==> config.mk <==
export PLATFORM = sky130hd
export DESIGN_NAME = ultrasonic_echo_surface_detector_core
export DESIGN_NICKNAME = d
export VERILOG_FILES = /design/src/usdet_pkg.sv /design/src/usdet_cfg.sv /design/src/usdet_ctrl.sv /design/src/ultrasonic_echo_surface_detector_core.sv
export SDC_FILE = /design/constraint.sdc
export NUM_CORES = 1
export LEC_CHECK = 0
export ABC_AREA = 1
export BUFFER_PORTS_ARGS = -buffer_cell sky130_fd_sc_hd__buf_4
export CAP_MARGIN = 15
export CORE_MARGIN = 4
export CORE_UTILIZATION = 35
export CTS_CLUSTER_SIZE = 40
export DETAILED_ROUTE_END_ITERATION = 8
export SLEW_MARGIN = 10
export SYNTH_ARGS = -nofsm -noshare
export SYNTH_HDL_FRONTEND = slang
export SYNTH_HIERARCHICAL = 1
export SYNTH_SLANG_ARGS = --single-unit
==> constraint.sdc <==
create_clock -name clk -period 7.3 [get_ports clk]
set_input_delay 0.365 -clock clk [delete_from_list [all_inputs] [get_ports clk]]
set_output_delay 0.365 -clock clk [all_outputs]
set_load 0.01 [all_outputs]
==> src/usdet_pkg.sv <==
// ----------------------------------------------------------------------------
// usdet_pkg
// Shared types, register indexes, codes and reset values for the ultrasonic
// ranging and surface detection core.
// ----------------------------------------------------------------------------
package usdet_pkg;

	localparam int COUNT_BITS_DEF = 17;
	localparam int WIDTH_BITS     = 17;
	localparam int CFG_IDX_BITS   = 3;
	localparam int CFG_DATA_BITS  = 16;

	localparam logic [3:0]  RST_TRIG_LOW    = 4'd4;
	localparam logic [5:0]  RST_TRIG_HIGH   = 6'd10;
	localparam logic [15:0] RST_ECHO_WAIT   = 16'd5000;
	localparam logic [6:0]  RST_ROUNDTRIP   = 7'd58;
	localparam logic [9:0]  RST_MAX_DIST    = 10'd500;
	localparam logic [9:0]  RST_SURF_THRESH = 10'd5;

	typedef enum logic [2:0] {
		PH_IDLE  = 3'd0,
		PH_LOW   = 3'd1,
		PH_HIGH  = 3'd2,
		PH_CHECK = 3'd3,
		PH_WAIT  = 3'd4,
		PH_MEAS  = 3'd5
	} phase_t;

	typedef enum logic [1:0] {
		ST_OK         = 2'd0,
		ST_STUCK_HIGH = 2'd1,
		ST_NO_ECHO    = 2'd2,
		ST_TOO_LONG   = 2'd3
	} status_t;

	typedef enum logic [CFG_IDX_BITS-1:0] {
		REG_TRIG_LOW    = 3'd0,
		REG_TRIG_HIGH   = 3'd1,
		REG_ECHO_WAIT   = 3'd2,
		REG_ROUNDTRIP   = 3'd3,
		REG_MAX_DIST    = 3'd4,
		REG_SURF_THRESH = 3'd5
	} reg_idx_t;

	typedef struct packed {
		logic [3:0]            trig_low;
		logic [5:0]            trig_high;
		logic [15:0]           echo_wait_max;
		logic [6:0]            roundtrip;
		logic [9:0]            max_dist;
		logic [9:0]            surf_thresh;
		logic [WIDTH_BITS-1:0] echo_limit;
		logic [WIDTH_BITS-1:0] surface_limit;
	} cfg_t;

	typedef struct packed {
		logic trig;
		logic busy;
		logic done;
	} res_t;

endpackage

==> src/usdet_cfg.sv <==
// ----------------------------------------------------------------------------
// usdet_cfg
// Configuration register file with the echo limit and surface limit products
// formed from the current register values.
// ----------------------------------------------------------------------------
module usdet_cfg (
	input  logic                                clk,
	input  logic                                arst_n,
	input  logic                                wr_en,
	input  logic [usdet_pkg::CFG_IDX_BITS-1:0]  wr_idx,
	input  logic [usdet_pkg::CFG_DATA_BITS-1:0] wr_data,
	output usdet_pkg::cfg_t                     cfg
);

	logic [3:0]  trig_low_q;
	logic [5:0]  trig_high_q;
	logic [15:0] echo_wait_q;
	logic [6:0]  roundtrip_q;
	logic [9:0]  max_dist_q;
	logic [9:0]  surf_thresh_q;
	logic [usdet_pkg::WIDTH_BITS-1:0] echo_limit;
	logic [usdet_pkg::WIDTH_BITS-1:0] surface_limit;
	logic [6:0]  rt_eff;

	assign rt_eff = (roundtrip_q == 7'd0) ? 7'd1 : roundtrip_q;

	always_ff @(posedge clk or negedge arst_n) begin
		if (!arst_n) begin
			trig_low_q    <= usdet_pkg::RST_TRIG_LOW;
			trig_high_q   <= usdet_pkg::RST_TRIG_HIGH;
			echo_wait_q   <= usdet_pkg::RST_ECHO_WAIT;
			roundtrip_q   <= usdet_pkg::RST_ROUNDTRIP;
			max_dist_q    <= usdet_pkg::RST_MAX_DIST;
			surf_thresh_q <= usdet_pkg::RST_SURF_THRESH;
		end else if (wr_en) begin
			case (usdet_pkg::reg_idx_t'(wr_idx))
				usdet_pkg::REG_TRIG_LOW:    trig_low_q    <= wr_data[3:0];
				usdet_pkg::REG_TRIG_HIGH:   trig_high_q   <= wr_data[5:0];
				usdet_pkg::REG_ECHO_WAIT:   echo_wait_q   <= wr_data[15:0];
				usdet_pkg::REG_ROUNDTRIP:   roundtrip_q   <= wr_data[6:0];
				usdet_pkg::REG_MAX_DIST:    max_dist_q    <= wr_data[9:0];
				usdet_pkg::REG_SURF_THRESH: surf_thresh_q <= wr_data[9:0];
				default: begin
				end
			endcase
		end
	end

	assign echo_limit    = usdet_pkg::WIDTH_BITS'(max_dist_q)
		* usdet_pkg::WIDTH_BITS'(roundtrip_q);
	assign surface_limit = usdet_pkg::WIDTH_BITS'(surf_thresh_q)
		* usdet_pkg::WIDTH_BITS'(rt_eff);

	assign cfg.trig_low      = trig_low_q;
	assign cfg.trig_high     = trig_high_q;
	assign cfg.echo_wait_max = echo_wait_q;
	assign cfg.roundtrip     = roundtrip_q;
	assign cfg.max_dist      = max_dist_q;
	assign cfg.surf_thresh   = surf_thresh_q;
	assign cfg.echo_limit    = echo_limit;
	assign cfg.surface_limit = surface_limit;

endmodule

==> src/usdet_ctrl.sv <==
// ----------------------------------------------------------------------------
// usdet_ctrl
// Ranging sequencer: trigger pulse, echo check, echo wait and width count,
// plus the held result of the last finished measurement.
// ----------------------------------------------------------------------------
module usdet_ctrl #(
	parameter int COUNT_BITS = usdet_pkg::COUNT_BITS_DEF
) (
	input  logic                             clk,
	input  logic                             arst_n,
	input  logic                             adv,
	input  logic                             start,
	input  logic                             echo,
	input  usdet_pkg::cfg_t                  cfg,
	output usdet_pkg::res_t                  res,
	output logic [1:0]                       last_status,
	output logic                             last_surface,
	output logic [usdet_pkg::WIDTH_BITS-1:0] last_width
);

	localparam int CMP_W = (COUNT_BITS > usdet_pkg::WIDTH_BITS) ? COUNT_BITS
		: usdet_pkg::WIDTH_BITS;
	localparam logic [COUNT_BITS-1:0] CNT_MAX = '1;
	localparam logic [COUNT_BITS-1:0] CNT_ONE = COUNT_BITS'(1);

	usdet_pkg::phase_t  phase_q, phase_d;
	usdet_pkg::status_t fin_st, last_status_q;
	logic [COUNT_BITS-1:0] cnt_q, cnt_d, cnt_inc;
	logic [CMP_W-1:0] inc_cmp, cnt_wide, limit_cmp;
	logic fin;
	logic [usdet_pkg::WIDTH_BITS-1:0] width_fin, last_width_q;
	logic surf_fin, last_surface_q;

	assign cnt_inc   = (cnt_q == CNT_MAX) ? cnt_q : cnt_q + CNT_ONE;
	assign inc_cmp   = CMP_W'(cnt_inc);
	assign cnt_wide  = CMP_W'(cnt_q);
	assign limit_cmp = CMP_W'(cfg.echo_limit);

	always_comb begin
		phase_d = phase_q;
		cnt_d   = cnt_q;
		fin     = 1'b0;
		fin_st  = usdet_pkg::ST_OK;
		case (phase_q)
			usdet_pkg::PH_LOW: begin
				if (cnt_inc >= COUNT_BITS'(cfg.trig_low)) begin
					phase_d = usdet_pkg::PH_HIGH;
					cnt_d   = '0;
				end else begin
					cnt_d = cnt_inc;
				end
			end
			usdet_pkg::PH_HIGH: begin
				if (cnt_inc >= COUNT_BITS'(cfg.trig_high)) begin
					phase_d = usdet_pkg::PH_CHECK;
					cnt_d   = '0;
				end else begin
					cnt_d = cnt_inc;
				end
			end
			usdet_pkg::PH_CHECK: begin
				if (echo) begin
					fin    = 1'b1;
					fin_st = usdet_pkg::ST_STUCK_HIGH;
				end else begin
					phase_d = usdet_pkg::PH_WAIT;
					cnt_d   = '0;
				end
			end
			usdet_pkg::PH_WAIT: begin
				if (echo) begin
					if (limit_cmp <= CMP_W'(1)) begin
						fin    = 1'b1;
						fin_st = usdet_pkg::ST_TOO_LONG;
					end else begin
						phase_d = usdet_pkg::PH_MEAS;
						cnt_d   = CNT_ONE;
					end
				end else if (cnt_inc >= COUNT_BITS'(cfg.echo_wait_max)
					|| cnt_inc == CNT_MAX) begin
					fin    = 1'b1;
					fin_st = usdet_pkg::ST_NO_ECHO;
				end else begin
					cnt_d = cnt_inc;
				end
			end
			usdet_pkg::PH_MEAS: begin
				if (echo) begin
					if (inc_cmp >= limit_cmp || cnt_inc == CNT_MAX) begin
						fin    = 1'b1;
						fin_st = usdet_pkg::ST_TOO_LONG;
					end else begin
						cnt_d = cnt_inc;
					end
				end else begin
					fin    = 1'b1;
					fin_st = usdet_pkg::ST_OK;
				end
			end
			default: begin
				phase_d = usdet_pkg::PH_IDLE;
				if (start) begin
					if (cfg.trig_low <= 4'd1) begin
						phase_d = usdet_pkg::PH_HIGH;
						cnt_d   = '0;
					end else begin
						phase_d = usdet_pkg::PH_LOW;
						cnt_d   = CNT_ONE;
					end
				end
			end
		endcase
		if (fin) begin
			phase_d = usdet_pkg::PH_IDLE;
			cnt_d   = '0;
		end
	end

	always_comb begin
		res.trig  = (phase_q == usdet_pkg::PH_HIGH);
		res.done  = fin;
		res.busy  = (phase_d != usdet_pkg::PH_IDLE);
		width_fin = (fin_st == usdet_pkg::ST_OK) ? cnt_wide[usdet_pkg::WIDTH_BITS-1:0] : '0;
		surf_fin  = (fin_st == usdet_pkg::ST_OK) && (width_fin < cfg.surface_limit);
	end

	always_ff @(posedge clk or negedge arst_n) begin
		if (!arst_n) begin
			phase_q        <= usdet_pkg::PH_IDLE;
			cnt_q          <= '0;
			last_status_q  <= usdet_pkg::ST_OK;
			last_width_q   <= '0;
			last_surface_q <= 1'b0;
		end else if (adv) begin
			phase_q <= phase_d;
			cnt_q   <= cnt_d;
			if (fin) begin
				last_status_q  <= fin_st;
				last_width_q   <= width_fin;
				last_surface_q <= surf_fin;
			end
		end
	end

	assign last_status  = last_status_q;
	assign last_width   = last_width_q;
	assign last_surface = last_surface_q;

endmodule

==> src/ultrasonic_echo_surface_detector_core.sv <==
// Pipeline: a taken tick is registered in the input stage (valid_s1), then the
// sequencer result for it is registered in the output stage (out_valid_q).
// Throughput: one tick per cycle unless stalled; one sequencer step per tick.
// Reset: arst_n clears the sequencer to idle, the held result to zero and
// loads the configuration registers with their default values.
// ----------------------------------------------------------------------------
// ultrasonic_echo_surface_detector_core
// Ultrasonic ranging controller with surface detection: one input beat per
// microsecond tick, one result beat per tick.
// ----------------------------------------------------------------------------
module ultrasonic_echo_surface_detector_core #(
	parameter int COUNT_BITS = usdet_pkg::COUNT_BITS_DEF
) (
	input  logic                                clk,
	input  logic                                arst_n,
	input  logic                                in_valid,
	output logic                                in_stall,
	input  logic                                start_request,
	input  logic                                echo_level,
	output logic                                out_valid,
	input  logic                                out_stall,
	output logic                                trigger_level,
	output logic                                busy_res,
	output logic                                done_res,
	output logic [1:0]                          status,
	output logic                                surface_present,
	output logic [usdet_pkg::WIDTH_BITS-1:0]    echo_width,
	input  logic                                cfg_valid,
	output logic                                cfg_ready,
	input  logic [usdet_pkg::CFG_IDX_BITS-1:0]  cfg_index,
	input  logic [usdet_pkg::CFG_DATA_BITS-1:0] cfg_data
);

	usdet_pkg::cfg_t cfg;
	usdet_pkg::res_t res;
	logic valid_s1, start_s1, echo_s1;
	logic out_valid_q, trig_q, busy_q, done_q;
	logic out_free, adv;

	assign cfg_ready = 1'b1;
	assign out_free  = !out_valid_q || !out_stall;
	assign adv       = valid_s1 && out_free;
	assign in_stall  = valid_s1 && !out_free;

	usdet_cfg u_cfg (
		.clk     (clk),
		.arst_n  (arst_n),
		.wr_en   (cfg_valid && cfg_ready),
		.wr_idx  (cfg_index),
		.wr_data (cfg_data),
		.cfg     (cfg)
	);

	usdet_ctrl #(
		.COUNT_BITS (COUNT_BITS)
	) u_ctrl (
		.clk          (clk),
		.arst_n       (arst_n),
		.adv          (adv),
		.start        (start_s1),
		.echo         (echo_s1),
		.cfg          (cfg),
		.res          (res),
		.last_status  (status),
		.last_surface (surface_present),
		.last_width   (echo_width)
	);

	always_ff @(posedge clk or negedge arst_n) begin
		if (!arst_n) begin
			valid_s1 <= 1'b0;
		end else if (!in_stall) begin
			valid_s1 <= in_valid;
		end
	end

	always_ff @(posedge clk) begin
		if (in_valid && !in_stall) begin
			start_s1 <= start_request;
			echo_s1  <= echo_level;
		end
	end

	always_ff @(posedge clk or negedge arst_n) begin
		if (!arst_n) begin
			out_valid_q <= 1'b0;
		end else if (out_free) begin
			out_valid_q <= valid_s1;
		end
	end

	always_ff @(posedge clk) begin
		if (adv) begin
			trig_q <= res.trig;
			busy_q <= res.busy;
			done_q <= res.done;
		end
	end

	assign out_valid     = out_valid_q;
	assign trigger_level = trig_q;
	assign busy_res      = busy_q;
	assign done_res      = done_q;

`ifndef SYNTHESIS
	a_done_not_busy: assert property (@(posedge clk) disable iff (!arst_n)
		out_valid && done_res |-> !busy_res)
		else $error("finished beat reports busy");

	a_trig_busy: assert property (@(posedge clk) disable iff (!arst_n)
		out_valid && trigger_level |-> busy_res)
		else $error("trigger high outside a measurement");

	a_error_clears: assert property (@(posedge clk) disable iff (!arst_n)
		status != 2'(usdet_pkg::ST_OK) |-> echo_width == '0 && !surface_present)
		else $error("error result carries width or surface");

	a_stall_cause: assert property (@(posedge clk) disable iff (!arst_n)
		in_stall |-> out_valid && out_stall)
		else $error("input stalled without a blocked result");
`endif

endmodule

Word level (Yosys, flattened, before mapping)
Cells that the tools add are included.
Word-level totals
  register bits after elaboration: 100
  bits in latches: 0
  memory bits (writable): 0
  memory bits (read-only): 0
  input port bits: 26
  word-level logic and storage cells: 107
  memories: 0
Cells by class
  add/subtract/negate cells: 1
  $mul: 2
  divide/modulo/power cells: 0
  magnitude comparators: 7
  equality and inequality tests: 17
  shift operators: 0
  mux-type cells: 38
  bitwise logic cells: 0
  reduce and logical (&&, ||, !) cells: 24
Operator list (count)
  2-to-1 mux 17 bit: 12
  one-hot mux 17 bit (5 select lines): 1
  == test 17 bit, second input constant: 2
  multiplier 10 x 7 -> 17 bit: 2
  2-to-1 mux 3 bit: 7
  adder 17 x 1 -> 17 bit, second input constant: 1
  >= comparator 17 x 16 -> 1 bit: 1
  >= comparator 17 bit: 1
  >= comparator 17 x 4 -> 1 bit: 1
  >= comparator 17 x 6 -> 1 bit: 1
  <= comparator 17 x 1 -> 1 bit, second input constant: 1
  less-than comparator 17 bit: 1
  one-hot mux 3 bit (5 select lines): 1
  AND reduction 2 bit: 7
  == test 3 x 2 -> 1 bit, second input constant: 4
  == test 3 bit, second input constant: 4
  2-to-1 mux 2 bit: 6
  != test 3 x 2 -> 1 bit, second input constant: 3
  2-to-1 mux 1 bit: 8
  != test 4 x 3 -> 1 bit, second input constant: 2
  zero test 7 bit: 1
  2-to-1 mux 7 bit: 1
  AND reduction 7 bit: 1
  nonzero test 7 bit: 1
  10 further kinds: 19

Logic depth before layout (Yosys ltp)
Gate-level depths: netlist (run 1).
  depth in word-level cells: 11
  mapped depth: 44

Cells and area by module
The synthesis (run 1) kept the hierarchy.
Modules (own cells, without submodules)
  usdet_cfg: instances 1, cells each 959, area an instance 7000.5 µm², sequential area each 1351.3 µm²
  usdet_ctrl: instances 1, cells each 625, area an instance 4176.5 µm², sequential area each 1001.0 µm²
  ultrasonic_echo_surface_detector_core: instances 1, cells each 19, area an instance 256.5 µm², sequential area each 200.2 µm²

Worst setup path after synthesis (run 1)
OpenSTA, ideal clock, no wires.
  kind: reg-to-reg
  start point: register u_cfg.roundtrip_q[5]
  end point: register u_ctrl.last_surface_q, in the netlist u_ctrl/last_surface
  setup time: 0.065 ns
  arrival time: 6.618 ns
  required time: 7.235 ns
  setup slack: 0.617 ns
  cell stages (with the launch flop): 45
  buffers on the path: 2
  clock period less this slack: 6.683 ns
  cells stage by stage: dfstp_2 -> clkbuf_1 -> nand2_1 -> fa_1 -> inv_1 -> fa_1 -> inv_1 -> fa_1 -> fa_1 -> inv_1 -> ha_1 -> nand2_1 -> inv_1 -> nand2_1 -> nor3_1 -> nand2_1 -> nand2_1 -> nand2_1 -> (+9 left out) -> nand3_1 -> nand2_1 -> nor2_4 -> buf_6 -> nand2_1 -> inv_1 -> ha_1 -> a21oi_1 -> o21ai_0 -> nand3_1 -> nand2_1 -> nand2_1 -> a21oi_1 -> a211oi_1 -> nand3_1 -> nor2_1 -> nand2_1 -> nand2_1
RTL lines
  start, declared: RTL line usdet_cfg.sv:18  | logic [6:0] roundtrip_q;
  start signal, assigned: RTL line usdet_cfg.sv:32  | roundtrip_q <= usdet_pkg::RST_ROUNDTRIP;
  start signal, assigned: RTL line usdet_cfg.sv:40  | usdet_pkg::REG_ROUNDTRIP: roundtrip_q <= wr_data[6:0];
  end signal, assigned: RTL line usdet_ctrl.sv:140  | last_surface_q <= surf_fin;
  end, declared: RTL line usdet_ctrl.sv:32  | logic surf_fin, last_surface_q;

==> run metrics, run 1 <==
status complete, no violations; ys async rst share 95.00%; global placer's final weighted congestion 0.8937; Worst-Skew Late Latency 0.36 ns; row count 65; Seq cells post-synth 100; Tot GR Track Use 16.43%; CP endpoint kind flip-flop; FF+latch area 2554 um2; area of the mapped netlist 11,430 um2; Startpoint Class flip-flop; Layout Cells excl Fill 2,076; TritonCTS clock tree done; final period utilization 92.31%; Nets 1,870; largest net degree at the start of global routing 71; Syn Area/Cell 7.133 um2; Placed Cells 2,052; Via Count 9,839; via/cell ratio 4.739; GR Overflow Total 0; die span in x 188.7 um; clock tree buffer depth 2; final hold vios 0; Clock Tree Root clkbuf_16; vias in the first global route 10,020; final WL 28.45 mm; setup TNS 0 ns; Final Skew 0.01047 ns; min cycle time layout 6.739 ns; unrepaired setup endpoints after global routing false; first-pass GRT wire length 48.71 mm; final setup fails 0; Synth Instances 1,603; max_cap viols 0; Worst-Margin Slew 0.9483 ns; Final Cell Area 12,730 um2; DRT Pass-1 Iters 5; power density cells 316.6 nW/um2; fin. max-slew vios 0; CP Max Fanout 8; total power draw 4031 uW; post-synthesis net count 1,837; core area 31,880 um2; H-tree levels 3; critical path's top delay family adder cells; CTS Buf Count 9; footprint of the multi-input gates 7366 um2; CP max stage cell dfstp_2; CP bufs+invs 7; DRC viols 0; full die area 35,620 um2; initial DRC count 569; post-synthesis sequential area ratio 22.32%; WL per Instance 13.70 um; Port Buffers 50; Area growth syn-to-layout 11.36%; Worst VDD drop 0.1167 mV; antenna cells 0; final core utilization 39.94%; f_max 0.1484 GHz; starting density of the core 35.86%; Relative slew margins 36.78%; fill count 3,369; Tightest Hold Check Type in2reg; CP Data Required Time 7.60 ns; Main synth FF type dfrtp_1; number of antenna violations at the first check in global routing 0; critical setup path kind reg2reg; Final ANT Viol Nets 0; CTS clk-pin slew, worst paths 0.08 ns; fraction of layout instances using a drive strength above 1 9.872%; number of synthesized flops with an enable pin 5; Num Clock Sinks 100; yosys warns 6; CP max stage delay 0.62 ns; Placement Cell Area 12,200 um2; arrival time worst endpoint 7.04 ns; leakage 0.007446 uW; chip height 188.7 um; most used cell, CP nand2_1; Synth cell types 43; hpwl dp 22.96 mm; I/O pins 52
-- kinds of logic after synthesis --
logic type | synth area share (%)
and+or+nand+nor | 25.94
muxes | 0.7880
DFF | 22.32
AOI/OAI and AO/OA | 7.234
buffers and inverters | 14.27
other | 0.03280
xor gates and xnor gates | 1.532
adders and majority gates | 27.88
-- where the power goes --
part | switching (uW) | total (uW) | leakage (uW) | internal [uW]
Clock | 240 | 583 | 0.000176 | 343
Combinational | 1610 | 2620 | 0.00604 | 1010
Sequential | 140 | 827 | 0.00123 | 687
-- layout by cell type, fill, tap and decap left out, types with 35 or more instances in the layout --
| cell type | instances |
|---|---|
| nand2_1 | 468 |
| inv_1 | 355 |
| ha_1 | 126 |
| nor2_1 | 89 |
| fa_1 | 78 |
| dfrtp_1 | 74 |
| buf_4 | 72 |
| o21ai_0 | 62 |
| nand3_1 | 57 |
| a21oi_1 | 45 |
| nand4_1 | 35 |
-- Yosys cell counts, drive strengths merged (3+ instances only) --
cell / n / area share [%]
o21ai: 96 / 4.3
dfrtp: 75 / 16
ha: 130 / 14
nor3: 17 / 0.74
a211oi: 3 / 0.20
dfstp: 20 / 4.6
nand3: 62 / 3.0
buf: 38 / 2.0
inv: 357 / 12
nand4: 35 / 1.9
nand2: 480 / 16
xor2: 14 / 1.1
edfxtp: 5 / 1.3
clkbuf: 16 / 0.53
xnor2: 6 / 0.46
a21oi: 51 / 2.3
or2: 4 / 0.22
nor2: 96 / 3.6
mux2: 6 / 0.79
fa: 78 / 14
-- routing by layer --
layer / track usage (%) / vias to the layer above / share of wire [%]
met5: 0 / - / 0
met4: 3.924 / 0 / 1.6
met3: 1.704 / 22 / 3.9
met2: 29.03 / 189 / 48
met1: 21.72 / 4646 / 46
li1: - / 4982 / -
-- metrics by stage --
stage / setup slack (ns) / hold slack [ns]
finish: 0.5613 / 0.1783
global route: 0.006479 / 0.1583
CTS: 0.1275 / 0.1600
detailed placement: 0.1578 / 0.2912
global placement: 0.3072 / 0.2879
floorplan: 0.6172 / 0.06941
-- worst paths after layout --
| path | from | endpoint | slack [ns] | cells after the start |
|---|---|---|---|---|
| worst min-delay path | echo_level | echo_s1$_DFFE_PP_ | 0.18 | 1 |
| max in group asynchronous | arst_n | u_ctrl/last_surface$_DFFE_PN0P_ | 5.57 | 3 |
| worst max register to register | u_cfg/roundtrip_q[3]$_DFFE_PN1P_ | u_ctrl/last_surface$_DFFE_PN0P_ | 0.56 | 42 |
| worst max-delay path | u_cfg/roundtrip_q[3]$_DFFE_PN1P_ | u_ctrl/last_surface$_DFFE_PN0P_ | 0.56 | 42 |
| min in group asynchronous | arst_n | u_cfg/surf_thresh_q[7]$_DFFE_PN0P_ | 0.47 | 2 |
| worst min register to register | u_cfg/trig_high_q[3]$_DFFE_PN1P_ | u_cfg/trig_high_q[3]$_DFFE_PN1P_ | 0.48 | 2 |
-- layout make-up --
type	instances	area share (%)
Clock inverter	7	1.022
Sequential cell	100	20.06
Tap cell	435	4.275
Clock buffer	9	1.769
Timing Repair Buffer	75	4.501
Multi-Input combinational cell	1093	57.85
Inverter	357	10.52
-- registers in the layout, summed over array words and instances, names as in the netlist --
register             flops
u_ctrl/cnt_q            17
u_ctrl/last_width       17
u_cfg/echo_wait_q       16
u_cfg/max_dist_q        10
u_cfg/surf_thresh_q     10
u_cfg/roundtrip_q        7
u_cfg/trig_high_q        6
u_cfg/trig_low_q         4
u_ctrl/phase_q           3
u_ctrl/last_status       2
busy_res                 1
done_res                 1
echo_s1                  1
out_valid                1
start_s1                 1
trigger_level            1
u_ctrl/last_surface      1
valid_s1                 1
-- repair_timing --
action                                  CTS  global route
resized for setup                         0            20
hold buffers                              1             0
setup buffers                             0             6
hold endpoints to repair                 12             0
endpoints found under the setup margin    0             1
Note: power is estimated with default switching activity, not from simulation.
==> run 2, diff against run 1 <==
==> constraint.sdc (replaced) <==
create_clock -name clk -period 5.6 [get_ports clk]
set_input_delay 1.12 -clock clk [delete_from_list [all_inputs] [get_ports clk]]
set_output_delay 1.12 -clock clk [all_outputs]
set_load 0.01 [all_outputs]
==> run metrics, run 2 (synthesis gave the netlist of run 1 again) <==
Placed Cells 2,117 (+3.2%); hpwl dp 23.54 mm (+2.5%); largest net degree at the start of global routing 73 (+2.8%); NetSw 3096 uW (+56%); CP max stage cell dfstp_2; FF-to-FF path depth 42 (unchanged); Nets 1,976 (+5.7%); power density cells 445.1 nW/um2 (+41%); Min-Delay Path Depth 2 (+1); Port Buffers 50 (unchanged); final setup fails 42 (+42); Final ANT Viol Nets 0 (unchanged); critical setup path kind reg2reg; most frequent cells in the layout nand2_1, inv_1, buf_4; min cycle time layout 6.755 ns (+0.01582 ns); fill count 3,162 (-6.1%); status finished with violations; Via Count 10,370 (+5.4%); core area 31,880 um2 (unchanged); CP Max Fanout 8 (unchanged); starting density of the core 35.86% (unchanged); commonest non-fill, non-tap cell in the layout nand2_1; antenna cells 0 (unchanged); final core utilization 45.23% (+5.3 points); GR Overflow Total 0 (unchanged); f_max 0.1480 GHz (-0.23%); Hold Buf Count CTS 0 (-1); full die area 35,620 um2 (unchanged); row count 65 (unchanged); die span in x 188.7 um (unchanged); via/cell ratio 4.753 (+0.30%); Reg2Reg Setup Slack -1.15 ns (-1.72 ns); Tightest Hold Check Type reg2reg; Hold Path End u_cfg/trig_high_q[3]$_DFFE_PN1P_; Worst-Skew Late Latency 0.37 ns (about the same); Pint 3322 uW (+63%); Worst Setup Slack, final -1.155 ns (-1.716 ns); fraction of layout instances using a drive strength above 1 23.30% (+13 points); Final Skew 0.01320 ns (+0.002722 ns); Worst-Margin Slew 0.9545 ns (+0.006185 ns); Net Sw Frac 48.24% (-1.1 points); chip height 188.7 um (unchanged); initial DRC count 660 (+16%); critical path's top delay family adder cells; CP endpoint kind flip-flop; Tot GR Track Use 17.52% (+1.1 points); Area growth syn-to-layout 26.11%; min-delay src u_cfg/trig_high_q[3]$_DFFE_PN1P_; CP max stage delay 0.61 ns (about the same); most used cell, CP buf_6; final period utilization 120.6% (+28 points); global placer's final weighted congestion 0.9090 (+1.7%); first-pass GRT wire length 51.75 mm (+6.2%); Seq pwr share 16.7% (-3.8 points); TritonCTS clock tree done; number of antenna violations at the first check in global routing 0 (unchanged); WL per Instance 14.31 um (+4.4%); final WL 31.22 mm (+9.7%); r2r endpoint u_ctrl/cnt_q[4]$_DFFE_PN0P_; Relative slew margins 36.37% (-0.41 points); Clock Tree Root clkbuf_16; Clk pwr share 10.5% (-4.0 points); CP bufs+invs 17 (+10); worst reg2reg startpoint u_cfg/roundtrip_q[4]$_DFFE_PN1P_; Num Clock Sinks 100 (unchanged); Worst VDD drop 0.1792 mV (+53%); fin. max-slew vios 0 (unchanged); H-tree levels 3 (unchanged); failing checks negative setup slack; clock tree buffer depth 2 (unchanged); CP Data Required Time 5.89 ns (-1.71 ns); DRC viols 0 (unchanged); leakage 0.008117 uW (+9.0%); max_cap viols 0 (unchanged); vias in the first global route 10,610 (+5.9%); Comb power frac 72.8% (+7.8 points); CTS clk-pin slew, worst paths 0.08 ns (about the same); Startpoint Class flip-flop; unrepaired setup endpoints after global routing true; CTS Buf Count 9 (unchanged); DRT Pass-1 Iters 5 (unchanged); Layout Cells excl Fill 2,182 (+5.1%); final hold vios 0 (unchanged); arrival time worst endpoint 7.04 ns (about the same); I/O pins 52 (unchanged)
[run 2: how the worst max path moves through the flow]
stage | cells after the start | from | endpoint | slack (ns)
CTS | 42 | u_cfg/roundtrip_q[4]$_DFFE_PN1P_ | u_ctrl/last_surface$_DFFE_PN0P_ | -1.07
detailed placement | 42 | u_cfg/roundtrip_q[5]$_DFFE_PN1P_ | u_ctrl/last_surface$_DFFE_PN0P_ | -1.26
global placement | 42 | u_cfg/max_dist_q[5]$_DFFE_PN1P_ | u_ctrl/last_surface$_DFFE_PN0P_ | -1.08
finish | 42 | u_cfg/roundtrip_q[4]$_DFFE_PN1P_ | u_ctrl/cnt_q[4]$_DFFE_PN0P_ | -1.15
floorplan | 44 | u_cfg/roundtrip_q[5]$_DFFE_PN1P_ | u_ctrl/last_surface$_DFFE_PN0P_ | -0.73
global route | 39 | u_cfg/roundtrip_q[4]$_DFFE_PN1P_ | u_ctrl/last_surface$_DFFE_PN0P_ | -1.45
[run 2: worst reg2reg max path, delay by kind of cell (launching register included)]
family                   cells  cell delay [ns]
flip-flops                   1             0.61
buffers and inverters       17             1.67
AND/OR/NAND/NOR             17             1.49
adder cells (fa/ha/maj)      6             2.60
AO/OA/AOI/OAI                2             0.30
[run 2: timing repair]
action                     CTS  global route
hold endpoints to repair     0             0
pin swaps                   42            73
buffers inserted            21            25
setup endpoints to repair   40            42
gates cloned                 3             2
gates resized for setup     85           146
[run 2: layout make-up]
cell class	count	area, um2	area share (%)
Clock buffer	9	225.2	1.562
Clock inverter	7	81.33	0.5640
Inverter	357	1345	9.328
Multi-Input combinational cell	1092	8071	55.98
Sequential cell	100	2554	17.71
Tap cell	435	544.3	3.775
Timing Repair Buffer	182	1598	11.08
[run 2: per-layer routing]
layer  GRT usage [%]  up-vias  part of all wire, %
met5               0        -                    0
met4           5.073        0                  2.5
met3           1.927       36                  3.7
met2           31.39      185                   50
met1           22.35     4970                   44
li1                -     5181                    -
[run 2: per-stage QoR]
stage | worst slack (ns) | cell area, um2 | hold slack (ns) | setup TNS (ns) | total power (uW)
global placement | -1.080 | 12780 | 0.4621 | -4.569 | 4714
global route | -1.447 | 14420 | 0.4983 | -53.34 | 7100
finish | -1.155 | 14420 | 0.4758 | -42.20 | 6418
detailed placement | -1.256 | 12780 | 0.4649 | -6.520 | 4794
floorplan | -0.7309 | 11530 | 0.4503 | -0.7309 | 3610
CTS | -1.074 | 13640 | 0.4786 | -10.41 | 5897
[run 2: power by group through the flow]
stage          registers [uW]  clock network, uW  logic [uW]
2_1_floorplan            1000                  0        2610
3_3_place_gp             1070                  0        3640
3_5_place_dp             1080                  0        3720
4_1_cts                  1060                695        4140
5_1_grt                  1100                719        5280
6_report                 1070                676        4670
